`config.mk`:
```
export PLATFORM = sky130hd
export DESIGN_NAME = pnl_rs_mac
export DESIGN_NICKNAME = d
export VERILOG_FILES = /design/src/rtl/core/pnl_rs_pkg.sv /design/src/rtl/core/pnl_rs_mac.sv
export SDC_FILE = /design/constraint.sdc
export NUM_CORES = 2
export LEC_CHECK = 0
export BUFFER_PORTS_ARGS = -buffer_cell sky130_fd_sc_hd__buf_2
export CAP_MARGIN = 20
export CORE_MARGIN = 2
export CORE_UTILIZATION = 25
export DETAILED_ROUTE_END_ITERATION = 12
export PLACE_DENSITY = 0.44
export SLEW_MARGIN = 30
export SYNTH_ARGS = -nofsm -noshare
export SYNTH_HDL_FRONTEND = slang
export SYNTH_SLANG_ARGS = --single-unit
export TNS_END_PERCENT = 10
```
`constraint.sdc`:
```
create_clock -name vclk -period 26.7
set_input_delay 5.34 -clock vclk [all_inputs]
set_output_delay 5.34 -clock vclk [all_outputs]
set_load 0.01 [all_outputs]
```
`src/rtl/core/pnl_rs_pkg.sv`:
```
// Package: widths, constants and shared types of the running statistics block.
package pnl_rs_pkg;

  localparam int MAX_DAYS = 4096;
  localparam int PNL_BITS = 26;
  localparam int CNT_W    = 13;
  localparam int SUM_W    = 38;
  localparam int SQ_W     = 63;
  localparam int DD_W     = 20;
  localparam int WR_W     = 17;
  localparam int SH_W     = 24;
  localparam int PPY_W    = 9;

  localparam int MUL_A_W  = 75;
  localparam int MUL_B_W  = 13;
  localparam int PROD_W   = 88;
  localparam int ACC_W    = 96;
  localparam int DEN_W    = 88;
  localparam int KP_W     = 22;
  localparam int REM_W    = 89;
  localparam int QB_W     = 46;
  localparam int ROOT_W   = 23;
  localparam int STEP_W   = 6;

  localparam int DD_STEPS = 20;
  localparam int WR_STEPS = 17;
  localparam int SH_STEPS = 46;
  localparam int SQ_STEPS = 23;

  localparam logic [PPY_W-1:0] PPY_RESET  = 9'd252;
  localparam logic [DD_W-1:0]  DD_SAT     = 20'hFFFFF;
  localparam logic [SH_W-1:0]  SH_POS_SAT = 24'h7FFFFF;
  localparam logic [SH_W-1:0]  SH_NEG_SAT = 24'h800000;

  typedef enum logic [1:0] {
    CHUNK_LO  = 2'd0,
    CHUNK_MID = 2'd1,
    CHUNK_HI  = 2'd2
  } chunk_t;

  typedef struct packed {
    logic               clr;
    chunk_t             sel;
    logic [ACC_W-1:0]   acc;
    logic [MUL_A_W-1:0] a;
    logic [MUL_B_W-1:0] b;
  } mac_req_t;

  typedef struct packed {
    logic             pair;
    logic [1:0]       bits;
    logic [REM_W-1:0] rem;
    logic [REM_W-1:0] trial;
  } step_req_t;

  typedef struct packed {
    logic             ge;
    logic [REM_W-1:0] rem;
  } step_rsp_t;

endpackage

```
`src/rtl/core/pnl_rs_mac.sv`:
```
// Shared multiply-accumulate unit: wide operand times a 13-bit chunk, shifted and added.
module pnl_rs_mac (
  input  pnl_rs_pkg::mac_req_t              req,
  output logic [pnl_rs_pkg::ACC_W-1:0]      sum
);
  localparam int ACC_W  = pnl_rs_pkg::ACC_W;
  localparam int PROD_W = pnl_rs_pkg::PROD_W;
  localparam int B_W    = pnl_rs_pkg::MUL_B_W;

  logic [PROD_W-1:0] prod;
  logic [ACC_W-1:0]  addend;
  logic [ACC_W-1:0]  base;

  assign prod = PROD_W'(req.a) * PROD_W'(req.b);

  always_comb begin
    case (req.sel)
      pnl_rs_pkg::CHUNK_LO:  addend = ACC_W'(prod);
      pnl_rs_pkg::CHUNK_MID: addend = ACC_W'(prod) << B_W;
      pnl_rs_pkg::CHUNK_HI:  addend = ACC_W'(prod) << (2 * B_W);
      default:               addend = '0;
    endcase
  end

  assign base = req.clr ? '0 : req.acc;
  assign sum  = base + addend;

endmodule

```
==> key figures <==
Timing
  • Final Hold Fails: 0
  • Minimum clock period: between 20000 and 25000 ps
  • Max frequency: 45.1 MHz
  • Max-slew violations: 0
  • Final worst setup slack: 4530 ps
  • Slew headroom: 0.318
  • Worst slew pin tran: 1010 ps
  • WHS: about 11000 ps
  • Fin crit share: 0.831
  • Final setup fails: 0
  • Final setup TNS: 0 ps
  • Unrepaired setup endpoints after global routing: no

Setup path
  • Crit path largest cell delay: 660 ps
  • Crit path DAT: 16830 ps
  • Req. time, crit path: 21360 ps
  • CP Capture Type: output pin
  • Critical path's most frequent cell: fa_1
  • Crit-path slowest cell: o31ai_1
  • Worst Path Max Fanout: 34
  • CP startpoint kind: primary input
  • Critical path class: in -> out

Synthesis
  • Xor and xnor area share after synthesis: 0.0387
  • Largest family of logic cells by synthesized area: adder cells
  • Syn Inst Count: approximately 5000
  • Syn avg cell area: 7.79 um2
  • Simple-gate share of the synthesized area: 0.219
  • Post-synthesis mux area share: 0.00454
  • Post-synthesis sequential area ratio: 0
  • Mapped Area: 0.0383 mm2
  • Number of distinct library cells after synthesis: 79
  • Adder-cell share of the synthesized area: 0.495
  • Syn nets: 6136
  • Synth warn: 0
  • Complex-gate fraction of the synthesized area: 0.129

Routing
  • Vias: 33600
  • Drt first-iter violations: 2269
  • Drt wl/cell: roughly 21 um
  • Detailed Routing Iterations Pass 1: 5
  • Vias per inst: 4.83
  • Remaining routing DRC violations: 0
  • Post-route ant nets: 0
  • Post-Route WL: ~150000 um

Place
  • Final HPWL DP: about 120000 um
  • Placed Area: 0.0413 mm2
  • Pre-CTS setup slack: 4760 ps
  • Buffers on Ports: 283
  • Routability cong.: a little over 0.9

Layout
  • Layout cell share with drive strength beyond 1: 0.0702
  • # nets final: 6133
  • Seq cells: 0
  • Layout clock buffer count: 0
  • Final standard cell area without fillers: roughly 0.041 mm2
  • Fillcell total: 16900
  • P&R area growth vs syn: 7.79%
  • Register area: 0 um2

Global routing
  • GRT Residual Overflow: 0
  • First-pass GRT wire length: 227000 um
  • Number of global-route vias before repair: 35600
  • Initial antenna violation count: 4
  • Pin count of the biggest net entering global routing: 94
  • Tot GR Track Use: 0.187

Die
  • Die Y: about 400 um
  • Die area: 0.156 mm2
  • Starting Density: 0.252
  • IO Pins: 283
  • FP Rows: 143
  • Die W: 395 um
  • Core Area: 0.152 mm2

Clock network
  • Hold Buf Count CTS: 0
  • Postcts setup bufs: 0
  • Post-CTS Resized: 0

Min path
  • Worst hold path type: in -> out

Run status
  • Status: complete, no violations

Flow run
  • Max cap viols: 0
## synth_stat cells (all sizes together), types with 21 or more instances
cell type	n	area [um2]
fa	804	16100
xnor2	105	920
a21oi	290	1460
o21ai	153	773
ha	228	2850
nor2	162	608
o21bai	41	312
and2	387	2420
nor3	37	185
inv	857	3220
clkbuf	303	1140
a31oi	28	175
a211oi	21	163
a21o	99	743
nor2b	116	726
xor2	64	561
nand3	44	220
nand2	834	3130
nand4	72	450
## layout make-up
type | count | area [um2] | share of cell area
Antenna cell | 2 | 5.00 | 0.000121
Multi-Input combinational cell | 3748 | 33900 | 0.821
Timing Repair Buffer | 307 | 1610 | 0.0391
Tap cell | 2030 | 2540 | 0.0615
Inverter | 857 | 3220 | 0.0779
## cells by family after synthesis
| logic type | Yosys count |
|---|---|
| AO/OA/AOI/OAI | 788 |
| multiplexers | 17 |
| XOR/XNOR | 169 |
| buffers and inverters | 1169 |
| AND/OR/NAND/NOR | 1742 |
| adder cells (fa/ha/maj) | 1032 |
## worst paths after layout
check | cells after the start | start | to
setup / recovery | 36 | req[4] | sum[93]
hold / removal | 5 | req[89] | sum[1]
## routing by layer
layer,wire [um],global-route usage,part of all wire,up-vias
met5,0,0,0,-
met4,3450,0.0368,0.023,0
met3,6020,0.0106,0.041,124
met2,68800,0.312,0.47,951
met1,69000,0.267,0.47,17300
li1,-,-,-,15200
## through the flow
stage	std cells	utilization
after floorplan	4917	-
after global placement	6942	0.271
after detailed placement	6942	0.271
after CTS	6942	0.271
after global routing	6942	0.271
final	6944	0.271
## cell usage in the layout (no fill, tap or decap), types with 14 or more instances in the layout
| cell type | netlist | final |
|---|---|---|
| nand3_1 | 44 | 44 |
| o21bai_1 | 40 | 40 |
| nand4_1 | 72 | 72 |
| a21oi_1 | 289 | 289 |
| a211oi_1 | 20 | 20 |
| fa_1 | 804 | 804 |
| a21o_1 | 99 | 99 |
| mux2i_1 | 14 | 14 |
| o211ai_1 | 16 | 16 |
| xor2_1 | 64 | 64 |
| nor2_1 | 162 | 161 |
| nor3_1 | 37 | 37 |
| and3_1 | 20 | 20 |
| buf_4 | 0 | 28 |
| o21a_1 | 19 | 19 |
| and2_1 | 387 | 387 |
| o21ai_0 | 136 | 136 |
| inv_1 | 857 | 856 |
| xnor2_1 | 105 | 105 |
| a31oi_1 | 28 | 28 |
| nand2b_1 | 16 | 16 |
| o31ai_1 | 16 | 16 |
| ha_1 | 228 | 228 |
| o21ai_1 | 15 | 15 |
| buf_2 | 6 | 278 |
| nor2b_1 | 116 | 116 |
| nand2_1 | 834 | 834 |
## critical path: cells and delay by family
family	cells	cell delay, ps
AOI/OAI and AO/OA	18	5370
xor gates and xnor gates	2	670
buffers and inverters	7	1590
adders and majority gates	7	3360
and+or+nand+nor	2	340
