### src/rtl/core/pnl_rs_pkg.sv
// Package: widths, constants and shared types of the running statistics block.
package pnl_rs_pkg;

  localparam int MAX_DAYS = 4096;
  localparam int PNL_BITS = 26;
  localparam int CNT_W    = 13;
  localparam int SUM_W    = 38;
  localparam int SQ_W     = 63;
  localparam int DD_W     = 20;
  localparam int WR_W     = 17;
  localparam int SH_W     = 24;
  localparam int PPY_W    = 9;

  localparam int MUL_A_W  = 75;
  localparam int MUL_B_W  = 13;
  localparam int PROD_W   = 88;
  localparam int ACC_W    = 96;
  localparam int DEN_W    = 88;
  localparam int KP_W     = 22;
  localparam int REM_W    = 89;
  localparam int QB_W     = 46;
  localparam int ROOT_W   = 23;
  localparam int STEP_W   = 6;

  localparam int DD_STEPS = 20;
  localparam int WR_STEPS = 17;
  localparam int SH_STEPS = 46;
  localparam int SQ_STEPS = 23;

  localparam logic [PPY_W-1:0] PPY_RESET  = 9'd252;
  localparam logic [DD_W-1:0]  DD_SAT     = 20'hFFFFF;
  localparam logic [SH_W-1:0]  SH_POS_SAT = 24'h7FFFFF;
  localparam logic [SH_W-1:0]  SH_NEG_SAT = 24'h800000;

  typedef enum logic [1:0] {
    CHUNK_LO  = 2'd0,
    CHUNK_MID = 2'd1,
    CHUNK_HI  = 2'd2
  } chunk_t;

  typedef struct packed {
    logic               clr;
    chunk_t             sel;
    logic [ACC_W-1:0]   acc;
    logic [MUL_A_W-1:0] a;
    logic [MUL_B_W-1:0] b;
  } mac_req_t;

  typedef struct packed {
    logic             pair;
    logic [1:0]       bits;
    logic [REM_W-1:0] rem;
    logic [REM_W-1:0] trial;
  } step_req_t;

  typedef struct packed {
    logic             ge;
    logic [REM_W-1:0] rem;
  } step_rsp_t;

endpackage

### src/rtl/core/pnl_rs_step.sv
// Shared shift, compare and subtract step for restoring division and square root.
module pnl_rs_step (
  input  pnl_rs_pkg::step_req_t req,
  output pnl_rs_pkg::step_rsp_t rsp
);
  localparam int REM_W = pnl_rs_pkg::REM_W;

  logic [REM_W-1:0] sh;

  always_comb begin
    // a square root step takes two new bits, a division step one
    if (req.pair) begin
      sh = {req.rem[REM_W-3:0], req.bits};
    end else begin
      sh = {req.rem[REM_W-2:0], req.bits[1]};
    end
    rsp.ge  = (sh >= req.trial);
    rsp.rem = rsp.ge ? (sh - req.trial) : sh;
  end

endmodule

### config.mk
export PLATFORM = sky130hd
export DESIGN_NAME = pnl_rs_step
export DESIGN_NICKNAME = d
export VERILOG_FILES = /design/src/rtl/core/pnl_rs_pkg.sv /design/src/rtl/core/pnl_rs_step.sv
export SDC_FILE = /design/constraint.sdc
export NUM_CORES = 1
export LEC_CHECK = 0
export CORE_MARGIN = 1
export CORE_UTILIZATION = 61
export DETAILED_ROUTE_END_ITERATION = 7
export DONT_BUFFER_PORTS = 1
export PLACE_DENSITY = 0.85
export SLEW_MARGIN = 20
export SYNTH_ARGS = -nofsm -noshare
export SYNTH_HDL_FRONTEND = slang
export SYNTH_SLANG_ARGS = --single-unit
### constraint.sdc
create_clock -name vclk -period 4.8
set_clock_uncertainty 0.1 [all_clocks]
set_input_delay 0.24 -clock vclk [all_inputs]
set_output_delay 0.24 -clock vclk [all_outputs]
set_load 0.02 [all_outputs]
==> results of run 1 <==
## per-layer routing
layer	wire, um	up-vias
li1	-	4616
met1	11130	4283
met2	11850	483
met3	1907	73
met4	733	0
met5	0	-
## cells in the mapped netlist (all sizes together) (6+ instances only)
| library cell | count | share of area, % |
|---|---|---|
| o21ai | 154 | 9.2 |
| nor2 | 78 | 3.5 |
| and4 | 7 | 0.73 |
| mux2i | 6 | 0.72 |
| buf | 26 | 2.1 |
| o21a | 11 | 0.99 |
| nand2b | 14 | 1.0 |
| nand3 | 23 | 1.4 |
| clkbuf | 42 | 1.9 |
| mux2 | 88 | 12 |
| a211oi | 14 | 1.5 |
| nor4 | 11 | 0.82 |
| o21bai | 22 | 2.0 |
| nor3 | 18 | 1.3 |
| inv | 108 | 4.9 |
| and3 | 10 | 0.75 |
| o31ai | 9 | 0.81 |
| a21o | 48 | 4.3 |
| nand2 | 182 | 8.2 |
| xnor2 | 47 | 4.9 |
| a21oi | 123 | 7.5 |
| nor2b | 9 | 0.67 |
| xor2 | 31 | 3.2 |
| o211ai | 6 | 0.54 |
| ha | 91 | 14 |
| a31oi | 14 | 1.0 |
| nand4 | 38 | 2.9 |
## final cells by class
type / count / area share [%]
inverters: 108 / 4.787
multi-input cells: 1123 / 89.92
well taps: 176 / 2.600
repair buffers: 27 / 2.689
## per-stage QoR
stage,setup WS [ns],util (%),instances
finish,0.06580,63.70,1434
CTS,0.5147,63.70,1434
detailed placement,0.5214,63.70,1434
global route,0.1574,63.70,1434
floorplan,0.1088,-,1299
global placement,0.5271,63.70,1434
## logic make-up (layout without fill, tap and decap cells)
family / after synthesis / count (layout)
AND/OR/NAND/NOR: 413 / 413
multiplexers: 94 / 94
buffers and inverters: 176 / 135
XOR/XNOR: 78 / 78
AO/OA/AOI/OAI: 446 / 446
adder cells (fa/ha/maj): 92 / 92
## worst min-delay path by stage
stage               slack (ns)  endpoint
floorplan                 0.66    rsp[0]
global placement          0.72    rsp[0]
detailed placement        0.73   rsp[72]
CTS                       0.73   rsp[72]
global route              0.75   rsp[72]
finish                    0.73   rsp[72]
## critical path: cells and delay by family
kind	cells	cell delay, ns
AO/OA/AOI/OAI	8	2.60
XOR/XNOR	1	0.14
adder cells (fa/ha/maj)	2	0.62
AND/OR/NAND/NOR	1	0.18
buffers and inverters	2	0.41
multiplexers	1	0.16
## power breakdown
part           internal [mW]  total (mW)  switching [mW]
registers                  0           0               0
logic                  0.600        1.70            1.10
clock network              0           0               0
total                  0.600        1.70            1.10
==> reports/qor.csv, run 1 <==
metric,value,unit
placed_area,0.008469,mm^2
viasPerCell,6.593,
finalSetupViolCount,0,
synthAdderAreaFrac,13.86,%
crit_slowest_cell,a2111oi_0,
rows,42,
grt_setup_unrepaired,no,
grt_overflow_total,0,
status,"finished, final reports clean",
gp_congestion,0.9762,
grt_util_met2,59.52,%
final_max_slew_viol_count,0,
seqCellArea,0,um^2
design.seq.count,0,
final_antenna_net_count,0,
antenna_found_initial,0,
synth_nets,1572,
slew_headroom,32.96,%
grt_usage,33.79,%
synthCells,1299,
vias,9455,
synth_xor_area_share,8.175,%
synth_cell_types,73,
critPathKind,in2out,
ys_seq_area_share,0,%
final_common_cell,nand2_1,
busiest_layer,met2,
tns,0,ns
clkbuf_count,0,
cts_setup_buffers,0,
holdBufCountCts,0,
cts_resized,0,
pwr_density_cell,201.2,mW/mm^2
initial_core_util,62.86,%
synth_simple_gate_area_share,23.30,%
worstHoldStart,req[160],
die-area,0.01417,mm^2
hold_viol,0,
grt_pass1_wl,40450,um
synth.area.mux_share,12.58,%
synth_compound_area_share,33.22,%
power,1.704,mW
grtUsageMet1,43.76,%
dieWidth,119.0,um
finalCritPeriodShare,98.63,%
met3_usage,3.065,%
critPathArrivalTime,4.39,ns
min_path_type,in2out,
cp_cell_sequence,mux2i_1 > ha_1 > fa_1 > nor2b_1 > o2111ai_1 > a21oi_1 > o21ai_0 > a2111oi_0 > a211oi_1 > o21ai_1 > buf_4 > a21oi_1 > xor2_1 > o21ai_0 > buf_4,
synth_top_family_by_area,compound AO/OA/AOI/OAI gates,
maxCapViolCount,0,
nFillCells,1261,
area_growth,1.347,%
io_buffers,0,
fin_hold_ws,0.7295,ns
start_kind,input pin,
cpPeakStageDelay,0.91,ns
worst_slew_pin_slew,0.9802,ns
grt_max_degree,99,
ir_drop,0.1284,mV
fmax,0.2112,GHz
layout_common_cells,"nand2_1, o21ai_0, a21oi_1",
period_needed,4.734,ns
ys_warn_count,0,
fp.dieH,119.0,um
crit_end,rsp[88],
synth.avg_cell_area,6.433,um^2
endpoint_kind,output port,
detail_route.wl_per_cell,17.87,um
drt_wl_total,25620,um
core,0.01330,mm^2
design_area,0.008469,mm^2
leakagePower,3.840,nW
firstDrtPassIters,5,
syn_area,0.008357,mm^2
multi_input_area,0.007616,mm^2
drive_gt1_share,11.05,%
grt_pass1_vias,8534,
min_path_cells,2,
drt_iter0_markers,904,
final_net_count,1533,
worstPathRequired,4.46,ns
post-route-drc-count,0,
antenna_cells,0,
critPathMaxFanout,89,
ios,271,
cp-startpoint,req[180],
dp_hpwl,21440,um
Note: power is estimated with default switching activity, not from simulation.
==> inputs of run 2 (changes only) <==
==> constraint.sdc (replaced) <==
create_clock -name vclk -period 5.3
set_clock_uncertainty 0.1 [all_clocks]
set_input_delay 0.265 -clock vclk [all_inputs]
set_output_delay 0.265 -clock vclk [all_outputs]
set_load 0.01 [all_outputs]
==> run 2 against run 1 <==
Cell area is 2.0% lower. Largest cell class unchanged. Critical path type unchanged. Cell count is 1.3% lower. Die area stayed put. Largest power group unchanged. First-iteration DRC count is 14% lower.
==> reports/qor.csv, run 2 (same netlist as run 1, synthesis figures left out) <==
metric,value,unit,change
status,"finished, final reports clean",,
grt_max_degree,90,,-9.1%
start_kind,input pin,,
drive_gt1_share,9.685,%,-1.4 points
final_common_cell,nand2_1,,
final_max_slew_viol_count,0,,unchanged
die-area,0.01417,mm^2,unchanged
firstDrtPassIters,5,,unchanged
finalSetupViolCount,0,,unchanged
holdBufCountCts,0,,unchanged
min_path_type,in2out,,
detail_route.wl_per_cell,17.96,um,+0.53%
grt_pass1_vias,8444,,-1.1%
dp.cells,1415,,-1.3%
grt_overflow_total,0,,unchanged
initial_core_util,62.86,%,unchanged
worst_slew_pin_slew,0.8411,ns,-0.1391 ns
cts_setup_buffers,0,,unchanged
post-route-drc-count,0,,unchanged
antenna_cells,0,,unchanged
critPathMaxFanout,89,,unchanged
preCtsSetupSlack,0.9215,ns,+0.4001 ns
tns,0,ns,unchanged
grt_pass1_wl,40010,um,-1.1%
vias,9239,,-2.3%
area_growth,-0.6588,%,
critPathKind,in2out,,
setup_ws,0.7970,ns,+0.7312 ns
endpoint_kind,output port,,
maxCapViolCount,0,,unchanged
seqCellArea,0,um^2,unchanged
gp_congestion,1.004,,+2.8%
antenna_found_initial,0,,unchanged
io_buffers,0,,unchanged
period_needed,4.503,ns,
finalCritPeriodShare,84.96,%,
leakagePower,3.737,nW,-2.7%
critPathArrivalTime,4.14,ns,-0.25 ns
worstPathRequired,4.93,ns,+0.47 ns
holdPathEnd,rsp[0],,
design.seq.count,0,,unchanged
final_net_count,1514,,-1.2%
viasPerCell,6.529,,-0.97%
min_path_cells,2,,unchanged
grt_setup_unrepaired,no,,
slew_headroom,42.48,%,+9.5 points
ir_drop,0.08037,mV,-37%
final_util,62.44,%,-1.3 points
fp.dieH,119.0,um,unchanged
layout.cells.non_filler,1415,,-1.3%
cts_resized,0,,unchanged
dieWidth,119.0,um,unchanged
fin_hold_ws,0.6809,ns,-0.04864 ns
worstHoldStart,req[0],,
core,0.01330,mm^2,unchanged
pwr_density_cell,164.1,mW/mm^2,-18%
ios,271,,unchanged
drt_wl_total,25420,um,-0.80%
final_antenna_net_count,0,,unchanged
fmax,0.2221,GHz,
hold_viol,0,,unchanged
drt_iter0_markers,776,,-14%
clkbuf_count,0,,unchanged
dp_hpwl,21580,um,+0.69%
layout_common_cells,"nand2_1, o21ai_0, a21oi_1",,
grt_usage,33.54,%,-0.25 points
rows,42,,unchanged
==> run 2: per-layer routing <==
metal | share of wire (%) | GRT usage [%]
met5 | 0 | 0
met4 | 2.7 | 8.703
met3 | 7.9 | 5.220
met2 | 47 | 59.01
met1 | 42 | 42.10
==> run 2: through the flow <==
stage                     area, um^2  total power [mW]
after floorplan                 8357             1.110
after global placement          8302             1.319
after detailed placement        8302             1.333
after CTS                       8302             1.340
after global routing            8302             1.490
final                           8302             1.363
==> run 2: area by class of cell <==
type,count,area (um^2)
repair buffers,8,60.06
fillers,1317,4994
multi-input cells,1123,7616
well taps,176,220.2
inverters,108,405.4
==> run 2: how the worst max path moves through the flow <==
stage	start	to	slack, ns	cells past startpoint
floorplan	req[180]	rsp[0]	0.84	17
CTS	req[180]	rsp[85]	0.91	12
global placement	req[180]	rsp[86]	1.0	12
finish	req[180]	rsp[85]	0.80	12
global route	req[180]	rsp[85]	0.49	12
detailed placement	req[180]	rsp[85]	0.92	12
==> run 2: power by group <==
| part | internal [mW] | switching, mW |
|---|---|---|
| Sequential | 0 | 0 |
| Clock | 0 | 0 |
| Combinational | 0.499 | 0.864 |
| Total | 0.499 | 0.864 |
==> run 2: worst max-delay path: stages <==
cell and delay (ns):
mux2_2 0.33, ha_1 0.46, nand4_1 0.28, nor3_2 0.34
nand4_1 0.17, a211oi_1 0.26, nor2_2 0.14, a2111oi_0 0.58
o21ai_0 0.24, o21ai_0 0.35, xnor2_1 0.10, o21ai_0 0.61
==> inputs of run 3 (changes only) <==
Settings changed: PLACE_DENSITY 0.85 to 0.88.
Clock period 5.3 ns to 4.14 ns, I/O delays scaled along.
==> run 3 against run 2 <==
Combinational power increased by 36%. First-iteration DRC count increased by 22%. Largest power group unchanged. Cell count rose by 2.4%. Total power rose by 36%.
==> reports/qor.csv, run 3 (same netlist as run 1, synthesis figures left out) <==
metric,value,unit,change
dp.cells,1449,,+2.4%
critPathArrivalTime,3.72,ns,-0.42 ns
cp_top_family,compound AO/OA/AOI/OAI gates,,
design.seq.count,0,,unchanged
viasPerCell,6.584,,+0.84%
drt_wl_total,25710,um,+1.1%
gp_congestion,0.9929,,-1.1%
preCtsSetupSlack,0.1420,ns,-0.7795 ns
layout_common_cells,"nand2_1, o21ai_0, a21oi_1",,
rows,42,,unchanged
layout.cells.non_filler,1449,,+2.4%
crit_slowest_cell,or3b_2,,
final_net_count,1548,,+2.2%
status,"finished, final reports clean",,
cp_cell_sequence,mux2_2 > ha_1 > a21oi_1 > a21oi_1 > or3b_2 > a21oi_1 > nor3_1 > buf_4 > o31ai_1 > buf_4 > a21o_1 > o21bai_1 > xnor2_1 > o21ai_0,,
final_util,64.79,%,+2.4 points
antenna_found_initial,1,,+1
critPathKind,in2out,,
worst_slew_pin_slew,0.6032,ns,-0.2379 ns
die-area,0.01417,mm^2,unchanged
min_path_cells,2,,unchanged
critical_path_buf_inv_count,2,,+2
fmax,0.2482,GHz,
power,1.849,mW,+36%
hold_viol,0,,unchanged
grt_overflow_total,0,,unchanged
period_needed,4.030,ns,
finalSetupViolCount,0,,unchanged
io_buffers,0,,unchanged
vias,9540,,+3.3%
path_depth,14,,+2
final_max_slew_viol_count,0,,unchanged
fin_hold_ws,0.5724,ns,-0.1084 ns
fp.dieH,119.0,um,unchanged
dp_hpwl,21730,um,+0.67%
start_kind,input pin,,
detail_route.wl_per_cell,17.74,um,-1.2%
seqCellArea,0,um^2,unchanged
finalCritPeriodShare,97.33,%,
clkbuf_count,0,,unchanged
maxCapViolCount,0,,unchanged
design_area,0.008615,mm^2,+3.8%
endpoint_kind,output port,,
slew_headroom,59.42,%,+17 points
drt_iter0_markers,947,,+22%
grt_pass1_wl,41030,um,+2.6%
final_antenna_net_count,0,,unchanged
final_common_cell,nand2_1,,
min_path_type,in2out,,
grt_pass1_vias,8660,,+2.6%
grt_usage,34.29,%,+0.75 points
worstPathRequired,3.83,ns,-1.10 ns
leakagePower,3.922,nW,+4.9%
ios,271,,unchanged
ir_drop,0.1488,mV,+85%
holdBufCountCts,0,,unchanged
area_growth,3.084,%,
pwr_density_cell,214.6,mW/mm^2,+31%
dieWidth,119.0,um,unchanged
placed_area,0.008594,mm^2,+3.5%
initial_core_util,62.86,%,unchanged
core,0.01330,mm^2,unchanged
post-route-drc-count,0,,unchanged
drive_gt1_share,12.41,%,+2.7 points
antenna_cells,0,,unchanged
setup_ws,0.1104,ns,-0.6865 ns
grt_setup_unrepaired,yes,,
critPathMaxFanout,89,,unchanged
tns,0,ns,unchanged
firstDrtPassIters,6,,+1
path_common_cell,a21oi_1,,
grt_max_degree,90,,unchanged
cpPeakStageDelay,0.47,ns,-0.14 ns
## run 3: power by group
group          internal, mW  total [mW]  switching [mW]
sequential                0           0               0
combinational         0.715        1.85            1.13
clock                     0           0               0
## run 3: path summary, 6_finish.rpt
| path | start | slack [ns] | endpoint |
|---|---|---|---|
| max | req[180] | 0.11 | rsp[78] |
| min | req[0] | 0.57 | rsp[0] |
## run 3: routing by layer
layer / global-route usage [%] / up-vias / routed length (um)
li1: - / 4649 / -
met1: 43.98 / 4295 / 10860
met2: 58.54 / 520 / 11720
met3: 3.975 / 76 / 2125
met4: 12.50 / 0 / 1005
met5: 0 / - / 0
## run 3: repair_timing
action	4_1_cts	5_1_grt
hold endpoints to repair	0	0
setup buffers	0	0
resized for setup	0	5
setup endpoints to repair	0	8
## run 3: cell type report
cell class	instances	area (um^2)
timing repair buffer	42	352.8
multi-input combinational	1123	7636
tap	176	220.2
fill	1222	4681
inverter	108	405.4
